## config.mk

```make
export PLATFORM = sky130hd
export DESIGN_NAME = ssc_table
export DESIGN_NICKNAME = d
export VERILOG_FILES = /design/src/rtl/core/ssc_pkg.sv /design/src/rtl/core/ssc_table.sv
export SDC_FILE = /design/constraint.sdc
export NUM_CORES = 2
export LEC_CHECK = 0
export BUFFER_PORTS_ARGS = -buffer_cell sky130_fd_sc_hd__buf_2
export CAP_MARGIN = 0
export CORE_UTILIZATION = 35
export CTS_CLUSTER_SIZE = 30
export DETAILED_ROUTE_END_ITERATION = 7
export PLACE_DENSITY = 0.56
export SYNTH_ARGS = -nofsm -noshare
export SYNTH_HDL_FRONTEND = slang
export SYNTH_SLANG_ARGS = --single-unit
```

## constraint.sdc

```tcl
create_clock -name clk -period 6.2 [get_ports clk]
set_input_delay 0.31 -clock clk [delete_from_list [all_inputs] [get_ports clk]]
set_output_delay 0.31 -clock clk [all_outputs]
set_load 0.05 [all_outputs]
```

## src/rtl/core/ssc_pkg.sv

```systemverilog
// ----------------------------------------------------------------------------
// ssc_pkg
// Types, codes and stream payload layouts of the segment sequence controller.
// ----------------------------------------------------------------------------
package ssc_pkg;

    localparam int SSC_MAX_SEGMENTS = 64;
    localparam int SSC_CFG_W        = 32;
    localparam int SSC_CFG_AW       = 1;
    localparam int SSC_MODE_W       = 2;
    localparam int SSC_IN_W         = 80;
    localparam int SSC_OUT_W        = 152;
    localparam int SSC_CNT_NUM      = 6;

    localparam logic [1:0] GRADE_UNSUPPORTED = 2'd3;

    typedef enum logic [SSC_CFG_AW-1:0] {
        CFG_AVAILABLE_CAPS = 1'd0,
        CFG_SEG_COUNT      = 1'd1
    } cfg_reg_t;

    typedef enum logic [SSC_MODE_W-1:0] {
        MODE_LOAD  = 2'd0,
        MODE_START = 2'd1,
        MODE_TICK  = 2'd2,
        MODE_NOP   = 2'd3
    } mode_t;

    typedef enum logic [2:0] {
        POL_TIMED       = 3'd0,
        POL_TIMED_INPUT = 3'd1,
        POL_INPUT       = 3'd2,
        POL_RESOURCE    = 3'd3,
        POL_SOURCE      = 3'd4,
        POL_UNSUPPORTED = 3'd5
    } policy_t;

    typedef enum logic [2:0] {
        CAUSE_NONE        = 3'd0,
        CAUSE_TIMEOUT     = 3'd1,
        CAUSE_INPUT       = 3'd2,
        CAUSE_RESOURCE    = 3'd3,
        CAUSE_SOURCE      = 3'd4,
        CAUSE_COMPLETE    = 3'd5,
        CAUSE_UNSUPPORTED = 3'd6
    } cause_t;

    // counter slots; slots 1..4 line up with the cause codes
    localparam logic [2:0] CNT_ALL   = 3'd0;
    localparam logic [2:0] CNT_UNSUP = 3'd5;

    typedef struct packed {
        policy_t     policy;
        logic [1:0]  completeness;
        logic [31:0] caps;
        logic [15:0] duration;
        logic [7:0]  segment;
    } seg_entry_t;

    // listed from the highest bit down
    typedef struct packed {
        logic [5:0]  pad;
        logic [2:0]  counter_select;
        logic        source_done;
        logic        res_ready;
        logic        start_button;
        logic        confirm;
        logic [7:0]  entry_segment;
        logic [15:0] entry_duration;
        logic [31:0] entry_caps;
        logic [1:0]  entry_completeness;
        logic [2:0]  entry_policy;
        logic [5:0]  entry_index;
    } ssc_in_t;

    typedef struct packed {
        logic [6:0]  pad;
        logic [31:0] counter_value;
        logic [31:0] frame_in_segment;
        logic [31:0] frame_total;
        logic [2:0]  last_cause;
        logic [31:0] missing_caps;
        logic [1:0]  grade;
        logic [7:0]  segment_id;
        logic        stalled;
        logic        done_res;
        logic        running;
        logic        ok;
    } ssc_out_t;

endpackage

```

## src/rtl/core/ssc_table.sv

```systemverilog
// ----------------------------------------------------------------------------
// ssc_table
// Segment table: one write port, one read port, registered read data.
// ----------------------------------------------------------------------------
module ssc_table
    import ssc_pkg::*;
#(
    parameter int DEPTH = SSC_MAX_SEGMENTS,
    parameter int AW    = 6
)
(
    input  logic          clk,
    input  logic          wr_en,
    input  logic [AW-1:0] wr_addr,
    input  seg_entry_t    wr_data,
    input  logic          rd_en,
    input  logic [AW-1:0] rd_addr,
    output seg_entry_t    rd_data
);

    seg_entry_t tbl_mem [DEPTH];
    seg_entry_t rd_data_reg;

    always_ff @(posedge clk)
    begin
        if (wr_en)
        begin
            tbl_mem[wr_addr] <= wr_data;
        end
    end

    // read data holds until the next read
    always_ff @(posedge clk)
    begin
        if (rd_en)
        begin
            rd_data_reg <= tbl_mem[rd_addr];
        end
    end

    assign rd_data = rd_data_reg;

endmodule

```

==> qor.csv <==
metric,value,unit
internal power,44400,µW
Post-synth top cells,"3965 x edfxtp_1, 997 x mux4_2, 207 x nor2_1, 171 x mux2i_1, 156 x clkbuf_1",
Fin Hold WS,0.0587,ns
main combinational cell family by area after synthesis,multiplexers,
synthesized area per cell,23.6,µm²
synthesis-to-layout area growth,14.7,%
port buffer count,136,
Reg area,0.119,mm²
die width,656,µm
maximum VDD drop,261,µV
FILL cells,37000,
Pwr Density,330,mW/mm²
"CTS clk-pin slew, worst paths",0.06,ns
core box area,0.425,mm²
IO Pins,137,
Util after Layout,0.404,
multi-input logic area,0.0294,mm²
"Gates resized, CTS repair",0,
antenna violations before repair,52,
Max-slew headroom,0.146,
Final Max Tran Viols,0,
maxcap violations,0,
Die Y,656,µm
most frequent cell after synthesis,edfxtp_1,
"Top FF cell, synth",edfxtp_1,
clk buf depth,4,
sw frac,0.216,
Overall Power,56700,µW
number of flip-flops in the largest register,3904,
Setup crit start kind,primary input,
1st-iter DRT viols,9780,
Syn. warnings,0,
Final Hold Fails,0,
synthesized flop and latch total,3965,
synth top area cells,"edfxtp_1 80%, mux4_2 15%, mux2i_1 1.1%",
area of the mapped netlist,0.150,mm²
fin crit period,3.48,ns
Num CTS Buffers,406,
cell family with most CP delay,simple AND/OR/NAND/NOR gates,
first-pass GRT wire length,619000,µm
nets,6829,
Clock Skew,0.0338,ns
complex-gate fraction of the synthesized area,0.0209,
Placer Congestion,0.765,
CP required,6.77,ns
Hold Path Class,primary input to flop,
leading area contributor after synthesis,edfxtp_1,
Root Buffer,clkbuf_16,
Critical Path End Type,flop,
crit-path cells,dlygate4sd3_1 > buf_2 > nor2b_1 > nand3_1 > nor2_4 > buf_4,
Slowest cell on crit path,nor2_4,
Starting Density,0.352,
post-synthesis sequential area ratio,0.796,
Post-Synth Adder-Cell Area,0,
simple logic cell fraction of the synthesized area,0.0104,
ratio of cells with drive above 1 in the final layout,0.282,
CTS tree,built,
Post-synth EDFFs,3965,
CP max FO,25,
largest net degree at the start of global routing,130,
number of routed nets with antenna violations,0,
Met2 Wirelength,219000,µm
met1 WL,185000,µm
Final Cycle Share,0.561,
share of the synthesized area in the top cell type,0.796,
first-pass iteration count of the detailed router,6,
Pleak,0.0529,µW
crit path kind,primary input to flop,
Synth Area in XOR/XNOR,0,
Worst-Margin Slew,1.28,ns
FP Rows,239,
RSZ-0062 raised after global routing,no,
met3 wire len,38200,µm
Buf/Inv on CP,3,
htree depth,5,
clock share of power,0.426,
"slowest stage delay, CP",1.02,ns
Fin Setup TNS,0,ns
fmax,0.287,GHz
HPWL Detailed,235000,µm
register share of total power,0.527,
Vias/cell,5.78,
gr ovfl total,0,
Synth Instances,6344,
Logic pwr share,0.047,
syn nets,6420,
global-route usage over all layers,0.207,
outcome,finished clean,
Clock Latency Late Sink,0.95,ns
wire length per cell,35.7,µm
fraction of registers with async set/reset,0,
max layer used,met5,
total wire length,455000,µm
final number of setup-violating endpoints,0,
vias post-DR,73800,
Die ar.,0.430,mm²
worst endpoint data arrival time,4.05,ns
Post-route DRC,0,
vias in the first global route,73800,
mux share of post-synthesis cell area,0.162,
distinct cell type count after synthesis,34,
CTS Sinks,3965,
switching pwr,12300,µW
## metrics by stage
| step | worst slack [ns] | cell area (µm²) | instances |
|---|---|---|---|
| after detailed placement | 2.34 | 159000 | 12000 |
| after floorplan | 0.691 | 150000 | 6344 |
| after global routing | 2.76 | 172000 | 12800 |
| final | 2.72 | 172000 | 12800 |
| after CTS | 2.90 | 172000 | 12800 |
| after global placement | 2.31 | 159000 | 12000 |
## cells in the final DEF (no fill, tap or decap), types with 3 or more instances in the layout
master / netlist / layout
clkinvlp_4: 0 / 12
mux2i_1: 171 / 171
a221oi_1: 100 / 100
diode_2: 0 / 11
nand2_1: 106 / 104
nand2b_1: 8 / 4
nor2b_4: 0 / 3
clkinv_2: 0 / 75
mux4_2: 997 / 997
buf_8: 0 / 3
bufinv_16: 0 / 40
edfxtp_1: 3965 / 3965
nor3_1: 22 / 20
nand2b_2: 0 / 3
a31oi_1: 22 / 22
or3b_2: 4 / 4
nand3_1: 7 / 6
clkbuf_16: 0 / 408
clkinv_8: 0 / 7
o22ai_1: 110 / 110
nor2_1: 207 / 144
o221ai_1: 50 / 50
nor2b_1: 7 / 4
o21ai_0: 106 / 106
clkbuf_1: 156 / 87
buf_12: 0 / 47
a21oi_1: 80 / 80
clkinv_1: 1 / 96
buf_4: 46 / 175
inv_16: 0 / 6
nand3b_1: 5 / 5
buf_2: 105 / 130
nor2_4: 0 / 63
clkinv_16: 0 / 4
inv_6: 0 / 10
## power by group through the flow
| stage | combinational, µW | sequential (µW) | clock (µW) |
|---|---|---|---|
| floorplan | 1390 | 30500 | 0 |
| global placement | 2660 | 30400 | 0 |
| detailed placement | 2700 | 30400 | 0 |
| CTS | 2700 | 29900 | 24400 |
| global route | 2830 | 29900 | 25400 |
| finish | 2680 | 29900 | 24100 |
## worst reg2reg max path: cells and delay by family, from the launching register on
kind             cells  cell delay (ns)
AND/OR/NAND/NOR      1             0.31
multiplexers         1             0.48
flip-flops           1             0.37
AO/OA/AOI/OAI        3             0.83
## per-layer routing
metal | global-route usage | vias up
li1 | - | 28200
met1 | 0.288 | 41200
met2 | 0.338 | 3788
met3 | 0.0351 | 674
met4 | 0.0538 | 18
met5 | 0 | -
## cells by family (layout without fill, tap and decap cells)
family / after synthesis / count (layout)
flip-flops: 3965 / 3965
multiplexers: 1170 / 1170
AO/OA/AOI/OAI: 475 / 475
AND/OR/NAND/NOR: 376 / 376
buffers and inverters: 358 / 1105
other: 0 / 11
## timing repair
action | in CTS | in global routing
hold endpoints to repair | 28 | 0
buffers inserted | 0 | 0
hold buffers | 2 | 0
## worst paths after layout
check                              end                     start  depth (start not counted)  slack [ns]
max          tbl_mem[19][23]$_DFFE_PP_                wr_addr[1]                          6        2.72
min          tbl_mem[17][26]$_DFFE_PP_               wr_data[26]                          1        0.06
max reg2reg      rd_data[28]$_DFFE_PP_  tbl_mem[7][28]$_DFFE_PP_                          5        3.89
min reg2reg       rd_data[7]$_DFFE_PP_  tbl_mem[20][7]$_DFFE_PP_                          5        0.93
## area by class of cell
type                            count  area share
Clock buffer                      495      0.0614
Clock inverter                    251      0.0144
Antenna cell                       11    0.000160
Inverter                            1   0.0000219
Tap cell                         5663      0.0413
Timing Repair Buffer              358      0.0174
Multi-Input combinational cell   2021       0.171
Sequential cell                  3965       0.694
No activity file was read; power rests on OpenSTA's default activity.
